<file path="config.mk">
export PLATFORM = sky130hd
export DESIGN_NAME = imd_eval
export DESIGN_NICKNAME = d
export VERILOG_FILES = /design/src/rtl/core/image_mirror_dedup_core_defines.svh /design/src/rtl/core/imd_pkg.sv /design/src/rtl/core/imd_eval.sv
export SDC_FILE = /design/constraint.sdc
export NUM_CORES = 1
export LEC_CHECK = 0
export ABC_CLOCK_PERIOD_IN_PS = 7900
export BUFFER_PORTS_ARGS = -buffer_cell sky130_fd_sc_hd__buf_4
export CAP_MARGIN = 5
export CORE_UTILIZATION = 35
export CTS_CLUSTER_SIZE = 24
export DETAILED_ROUTE_END_ITERATION = 8
export HOLD_SLACK_MARGIN = 0.08
export PLACE_DENSITY = 0.64
export SLEW_MARGIN = 40
export SYNTH_ARGS = -nofsm -noshare
export SYNTH_HDL_FRONTEND = slang
export SYNTH_SLANG_ARGS = --single-unit
</file>
<file path="constraint.sdc">
create_clock -name clock -period 7.9 [get_ports clock]
set_input_delay 1.58 -clock clock [delete_from_list [all_inputs] [get_ports clock]]
set_output_delay 1.58 -clock clock [all_outputs]
set_load 0.02 [all_outputs]
</file>
<file path="src/rtl/core/image_mirror_dedup_core_defines.svh">
// assertion macros for the image mirror dedup core
// depends on nothing; users must have signals named clock and reset in scope
`ifndef IMAGE_MIRROR_DEDUP_CORE_DEFINES_SVH
`define IMAGE_MIRROR_DEDUP_CORE_DEFINES_SVH
`ifndef NO_ASSERTIONS
`define IMD_ASSERT_NOW(label, ante, cons) \
   label: assert property (@(posedge clock) disable iff (reset) (ante) |-> (cons)) \
      else $error("imd assertion failed");
`define IMD_ASSERT_NEXT(label, ante, cons) \
   label: assert property (@(posedge clock) disable iff (reset) (ante) |=> (cons)) \
      else $error("imd assertion failed");
`else
`define IMD_ASSERT_NOW(label, ante, cons)
`define IMD_ASSERT_NEXT(label, ante, cons)
`endif
`endif

</file>
<file path="src/rtl/core/imd_pkg.sv">
// shared constants, codes, types and the reflection address function
// used by every module of the image mirror dedup core
package imd_pkg;

   localparam int MAX_SIDE = 64;
   localparam int SIDE_W   = $clog2(MAX_SIDE);
   localparam int ADDR_W   = 2 * SIDE_W;
   localparam int DEPTH    = MAX_SIDE * MAX_SIDE;
   localparam int PIX_W    = 8;
   localparam int CFG_W    = 7;
   localparam int COUNT_W  = 3;
   localparam int SLOTS    = 4;

   localparam logic [1:0] ACT_WRITE = 2'd0;
   localparam logic [1:0] ACT_EVAL  = 2'd1;
   localparam logic [1:0] ACT_READ  = 2'd2;

   localparam logic [1:0] T_HORIZ = 2'd0;
   localparam logic [1:0] T_VERT  = 2'd1;
   localparam logic [1:0] T_ANTI  = 2'd2;
   localparam logic [1:0] T_TRANS = 2'd3;

   localparam logic CSR_SIDE = 1'b0;
   localparam logic CSR_DIAG = 1'b1;

   typedef struct packed {
      logic [SLOTS-1:0][1:0] codes;
      logic [COUNT_W-1:0]    total;
      logic                  done;
   } imd_eval_status_type;

   // store address of pixel (i,j) of reflection code, side-1 = nm1
   function automatic logic [ADDR_W-1:0] reflect_addr(
      input logic [1:0]        code,
      input logic [SIDE_W-1:0] nm1,
      input logic [SIDE_W-1:0] i,
      input logic [SIDE_W-1:0] j
   );
      logic [SIDE_W-1:0] r;
      logic [SIDE_W-1:0] c;
      unique case (code)
         T_HORIZ: begin
            r = i;
            c = nm1 - j;
         end
         T_VERT: begin
            r = nm1 - i;
            c = j;
         end
         T_ANTI: begin
            r = nm1 - j;
            c = nm1 - i;
         end
         T_TRANS: begin
            r = j;
            c = i;
         end
      endcase
      return {r, c};
   endfunction

endpackage

</file>
<file path="src/rtl/core/imd_eval.sv">
// evaluate sequencer: walks pixel pairs through the store read port and
// one comparator, keeps the list of distinct reflections; depends on imd_pkg
module imd_eval (
   input  logic                                 clock,
   input  logic                                 reset,
   input  logic                                 start,
   input  logic                                 with_diag,
   input  logic [imd_pkg::SIDE_W-1:0]           nm1,
   input  logic [imd_pkg::PIX_W-1:0]            rd_data,
   output logic [imd_pkg::ADDR_W-1:0]           rd_addr,
   output imd_pkg::imd_eval_status_type         status
);
   import imd_pkg::*;

   localparam logic [1:0] E_IDLE = 2'd0;
   localparam logic [1:0] E_RDA  = 2'd1;
   localparam logic [1:0] E_RDB  = 2'd2;
   localparam logic [1:0] E_CMP  = 2'd3;

   logic [1:0]             state_ff, state_in;
   logic [1:0]             cand_ff, cand_in;
   logic [1:0]             k_ff, k_in;
   logic [SIDE_W-1:0]      i_ff, i_in;
   logic [SIDE_W-1:0]      j_ff, j_in;
   logic [PIX_W-1:0]       a_ff, a_in;
   logic [SLOTS-1:0][1:0]  codes_ff, codes_in;
   logic [COUNT_W-1:0]     total_ff, total_in;
   logic                   done_ff, done_in;
   logic                   next_cand;
   logic                   last_pix;

   always_comb begin
      state_in  = state_ff;
      cand_in   = cand_ff;
      k_in      = k_ff;
      i_in      = i_ff;
      j_in      = j_ff;
      a_in      = a_ff;
      codes_in  = codes_ff;
      total_in  = total_ff;
      done_in   = 1'b0;
      next_cand = 1'b0;
      last_pix  = (i_ff == nm1) && (j_ff == nm1);
      unique case (state_ff)
         E_IDLE: begin
            if (start) begin
               codes_in = '0;
               total_in = COUNT_W'(1);
               cand_in  = T_VERT;
               k_in     = '0;
               i_in     = '0;
               j_in     = '0;
               state_in = E_RDA;
            end
         end
         E_RDA: begin
            state_in = E_RDB;
         end
         E_RDB: begin
            a_in     = rd_data;
            state_in = E_CMP;
         end
         E_CMP: begin
            if (rd_data != a_ff) begin
               // differs from this kept one: try the next kept, else keep it
               if (({1'b0, k_ff} + 3'd1) < total_ff) begin
                  k_in     = k_ff + 2'd1;
                  i_in     = '0;
                  j_in     = '0;
                  state_in = E_RDA;
               end else begin
                  codes_in[total_ff[1:0]] = cand_ff;
                  total_in  = total_ff + COUNT_W'(1);
                  next_cand = 1'b1;
               end
            end else if (last_pix) begin
               next_cand = 1'b1;
            end else begin
               if (j_ff == nm1) begin
                  j_in = '0;
                  i_in = i_ff + SIDE_W'(1);
               end else begin
                  j_in = j_ff + SIDE_W'(1);
               end
               state_in = E_RDA;
            end
            if (next_cand) begin
               k_in = '0;
               i_in = '0;
               j_in = '0;
               priority if ((cand_ff == T_VERT) && with_diag) begin
                  cand_in  = T_ANTI;
                  state_in = E_RDA;
               end else if (cand_ff == T_ANTI) begin
                  cand_in  = T_TRANS;
                  state_in = E_RDA;
               end else begin
                  state_in = E_IDLE;
                  done_in  = 1'b1;
               end
            end
         end
      endcase
   end

   always_ff @(posedge clock) begin
      if (reset) begin
         state_ff <= E_IDLE;
         codes_ff <= '0;
         total_ff <= '0;
         done_ff  <= 1'b0;
      end else begin
         state_ff <= state_in;
         codes_ff <= codes_in;
         total_ff <= total_in;
         done_ff  <= done_in;
      end
   end

   always_ff @(posedge clock) begin
      cand_ff <= cand_in;
      k_ff    <= k_in;
      i_ff    <= i_in;
      j_ff    <= j_in;
      a_ff    <= a_in;
   end

   assign rd_addr = (state_ff == E_RDA) ? reflect_addr(codes_ff[k_ff], nm1, i_ff, j_ff)
                                        : reflect_addr(cand_ff, nm1, i_ff, j_ff);

   assign status.codes = codes_ff;
   assign status.total = total_ff;
   assign status.done  = done_ff;

endmodule

</file>
==> Word-level counts from Yosys, hierarchy flattened <==
Index checks and enable logic that the tools add are counted.
{ "totals": {"ff_bits": 38, "inputBits": 18, "output_inout_bits": 24, "wordCells": 113} }
{ "op_classes": {"n_addsub": 7, "order_cmp": 4, "n_eq_ne": 22, "muxes": 52, "bitwise": 2, "n_reduce_logical": 14} }
{ "ops": {"columns": ["op", "count"], "rows": [
  ["6-bit one-hot mux with 4 select lines", 4],
  ["6-bit two-way mux", 10],
  ["2-bit two-way mux", 14],
  ["8-bit two-way mux", 3],
  ["6-bit one-hot mux with 2 select lines", 2],
  ["8-bit one-hot mux with 2 select lines", 1],
  ["4-bit AND reduction", 4],
  ["6-bit by 1-bit adder with 6-bit output, second input constant", 2],
  ["2-bit equality test, second input constant", 6],
  ["6-bit equality test", 2],
  ["12-bit two-way mux", 1],
  ["4-bit inequality test, second input constant", 3],
  ["6-bit subtractor", 2],
  ["3-bit two-way mux", 3],
  ["3-bit inequality test, second input constant", 3],
  ["8-bit bitwise mux", 1],
  ["2-bit inequality test, second input constant", 4],
  ["8-bit inequality test", 1],
  ["2-bit one-hot mux with 2 select lines", 2],
  ["2-bit one-hot mux with 4 select lines", 1],
  ["1-bit two-way mux", 7],
  ["2-bit by 1-bit equality test with 1-bit output, second input constant", 3],
  ["2-bit zero test", 3],
  ["2-bit by 3-bit < comparator with 1-bit output, second input constant", 2],
  ["14 further kinds", 17]
]} }

==> Longest topological paths before layout <==
{ "logic_depth": {"depth_word": 8, "mapped_depth": 10, "mapped_depth_nobuf": 10} }

==> Worst setup path after synthesis <==
No wires, ideal clock.
{ "synth_timing": {"path_type": "input to output", "startpoint": "input port nm1[0] (netlist bit)", "endpoint": "output port rd_addr[10] (netlist bit)", "arrival_ns": 3.413, "required_ns": 6.320, "setup_slack_ns": 2.907, "path_stages": 10, "path_buffers": 0, "cell_sequence": "inv_1 ha_1 inv_1 fa_1 a21o_1 a21oi_1 xnor2_1 mux2i_1 a221oi_1 o22a_1"} }
{ "synth_between": {"elab_chain_cells": 3, "word_cells_on_any_way": 5, "classes_between": "add/sub (2); mux (3)"} }
{ "synth_rtl": {"columns": ["item", "line_no", "source"], "rows": [
  ["start: declaration", "imd_eval.sv:8", "input logic [imd_pkg::SIDE_W-1:0] nm1,"],
  ["6-bit subtractor, on equally long branches", "imd_pkg.sv:51, imd_pkg.sv:47", null],
  ["6-bit one-hot mux with 4 select lines", "imd_pkg.sv:41", "unique case (code)"],
  ["12-bit two-way mux *", "imd_eval.sv:128", "assign rd_addr = (state_ff == E_RDA) ? reflect_addr(codes_ff[k_ff], nm1, i_ff, j_ff)"],
  ["end: declaration", "imd_eval.sv:10", "output logic [imd_pkg::ADDR_W-1:0] rd_addr,"]
]} }
Every way passes the cells marked *; elsewhere a longest branch is shown, timed or not.

==> Worst setup path after layout <==
{ "layout_timing": {"startpoint": "input port nm1[0] (netlist bit)", "endpoint": "output port rd_addr[4] (netlist bit)"} }
{ "layout_between": {"elab_chain_cells": 3, "word_cells_on_any_way": 5, "classes_between": "add/sub (2); mux (3)"} }
{ "layout_rtl": {"columns": ["item", "line_no"], "rows": [
  ["6-bit subtractor, on equally long branches", "imd_pkg.sv:52, imd_pkg.sv:44"],
  ["6-bit one-hot mux with 4 select lines", "imd_pkg.sv:41"],
  ["12-bit two-way mux *", "imd_eval.sv:128"]
]} }
Marks and branches as above.

==> impl_metrics.json <==
{
  "status": "complete, no violations",
  "drive_above_1_share_pct": 17.7,
  "numCtsBuffers": 5,
  "boundaryPins": 42,
  "hold_viol": 0,
  "place_congestion": 0.869,
  "slew_violations": 0,
  "nNetsFinal": 426,
  "drt_iter0_drc": 139,
  "finalSetupTns_ns": 0,
  "holdBufCountCts": 0,
  "die_h_um": 96.6,
  "grt_max_degree": 29,
  "cp_max_fo": 4,
  "ant_nets": 0,
  "crit_required_ns": 6.32,
  "die_w_um": 96.6,
  "dpl.hpwl_um": 6050,
  "drcViolationCount": 0,
  "rsz0062_at_grt": "no",
  "area_growth_pct": 17.1,
  "clk_pin_slew_ns": 0.07,
  "period_needed_ns": 5.40,
  "worstMarginPinSlew_ns": 0.768,
  "slew-limit-headroom_pct": 48.8,
  "firstDrtPassIters": 4,
  "cp-end-kind": "output pin",
  "synth_cell_type_count": 56,
  "p_leak_uw": 0.00138,
  "syn_avg_cell_area_um2": 8.98,
  "io_buffer_count": 41,
  "post_cts_buffers": 0,
  "crit_family": "compound AO/OA/AOI/OAI gates",
  "yosys_register_bits": 38,
  "synth_edf_count": 24,
  "initial_utilization_pct": 36.1,
  "start_kind": "input pin",
  "antenna_found_initial": 0,
  "worstSetupPathType": "input pin to output pin",
  "utilization_pct": 42.3,
  "hold_class": "flop to flop",
  "ir_drop_mv": 0.194,
  "synth_fp_nets": 392,
  "cts_buffer_depth": 2,
  "vias_per_cell": 5.53,
  "std_cell_rows": 34,
  "setup_violations": 0,
  "path_buf_inv": 4,
  "track_usage_pct": 17.3,
  "htreeDepth": 2,
  "crit_arrival_ns": 3.82,
  "drt_wl_total_um": 8030,
  "power_uw": 1400,
  "synth_area_mm2": 0.00313,
  "timing.final.crit_share_pct": 68.4,
  "cts_tree": "yes",
  "clk_latency_ns": 0.29,
  "syn-instance-count": 349,
  "coreArea_mm2": 0.00868,
  "synth-seq-area-share_pct": 31.9,
  "fin_skew_ns": 0.00573,
  "cts-resized-gates": 0,
  "crit_slowest_cell": "fa_1",
  "antenna_cells": 0,
  "fillers": 884,
  "async_reset_ff_share_pct": 0,
  "grt_pass1_wl_um": 13200,
  "first_global_vias": 2617,
  "path_cells": "buf_4 -> inv_1 -> ha_1 -> inv_1 -> fa_1 -> a21o_1 -> a21oi_1 -> xor2_1 -> nor2_1 -> a211o_1 -> a22o_1 -> buf_4",
  "cts_root_buf": "clkbuf_8",
  "power_density_mw_per_mm2": 380,
  "ys_warn_count": 0,
  "post_drt_wl_per_cell_um": 16.3,
  "critical_path.max_stage_delay_ns": 0.39,
  "clock.fmax_mhz": 185,
  "cts.sinks": 38,
  "routed-via-count": 2722,
  "grt-ovfl-total": 0,
  "hold-worst-slack_ns": 0.509,
  "maxCapViolCount": 0,
  "ys.flop_type": "edfxtp_1",
  "fp.dieArea_mm2": 0.00933
}
==> cells in the mapped netlist, drive strengths merged (6+ instances only) <==
cell type	number	area, um2
o32ai	7	61.3
a221oi	8	70.1
o21ai	14	70.1
clkbuf	10	37.5
inv	25	93.8
buf	6	30.0
edfxtp	24	721
nand2b	11	68.8
nand2	25	93.8
mux2i	10	113
nand3	14	70.1
xnor2	16	140
ha	23	288
dfxtp	14	280
xor2	6	60.1
nor3	6	35.0
nor2b	6	37.5
a21oi	26	138
nor2	36	135
==> routing by layer <==
| metal | track usage (%) | part of all wire, % |
|---|---|---|
| met1 | 22.7 | 44 |
| met2 | 28.1 | 48 |
| met3 | 2.60 | 4.8 |
| met4 | 7.69 | 3.4 |
| met5 | 0 | 0 |
==> power breakdown <==
group | switching, uW | internal, uW | total [uW]
clock | 68.0 | 125 | 193
sequential | 66.1 | 278 | 344
combinational | 510 | 350 | 859
total | 644 | 752 | 1400
==> cell type report <==
cell class,instances,area (um2),share of cell area [%]
multi-input cells,270,1980,54.1
flip-flops and latches,38,1000,27.3
repair buffers,43,323,8.80
well taps,108,135,3.68
inverters,25,93.8,2.56
clock buffers,5,68.8,1.88
clock inverters,3,63.8,1.74
==> per-stage QoR <==
stage          cell area, um2  instances  setup slack, ns
2_1_floorplan            3130        349             2.91
3_3_place_gp             3520        484             2.58
6_report                 3670        492             2.50
4_1_cts                  3660        492             2.50
5_1_grt                  3670        492             2.40
3_5_place_dp             3530        484             2.51
==> worst paths after layout <==
check | from | to | slack, ns | cells after the start
max | nm1[0] | rd_addr[4] | 2.50 | 12
max reg2reg | j_ff[2] | k_ff[1] | 5.21 | 7
min reg2reg | status[6] | status[6] | 0.51 | 2
min | status[6] | status[6] | 0.51 | 2
==> layout by cell type (no fill, tap or decap), drive strengths merged, types with 4 or more instances in the layout <==
cell     n
a21oi   26
a221oi   8
and2     4
and3     4
buf     43
clkbuf   5
dfxtp   14
edfxtp  24
ha      23
inv     25
mux2i   10
mux4     5
nand2   25
nand2b  11
nand3   14
nor2    36
nor2b    6
nor3     6
o211ai   4
o21ai   14
o311ai   5
o32ai    7
xnor2   16
xor2     6
==> worst reg2reg max path, cell delays in order (launching register included) <==
cell and delay, ns:
edfxtp_1 0.50, inv_1 0.11, ha_1 0.39, nand3_1 0.10, or3_4 0.42, nor4_4 0.36
nand3b_1 0.31, and2_1 0.22
==> flip-flops by register name, summed over array words and instances (netlist names) <==
register and count:
a_ff 8, status 8, i_ff 6, j_ff 6
total_ff 3, cand_ff 2, k_ff 2, state_ff 2
done_ff 1
==> kinds of logic after synthesis <==
logic type | count (synthesis) | synth area share, %
buffers and inverters | 41 | 5.15
DFF | 38 | 31.9
AOI/OAI and AO/OA | 93 | 20.6
adders and majority gates | 25 | 10.5
xor gates and xnor gates | 22 | 6.39
and+or+nand+nor | 115 | 18.3
muxes | 15 | 7.19
Power figures use the tool's default switching activity.
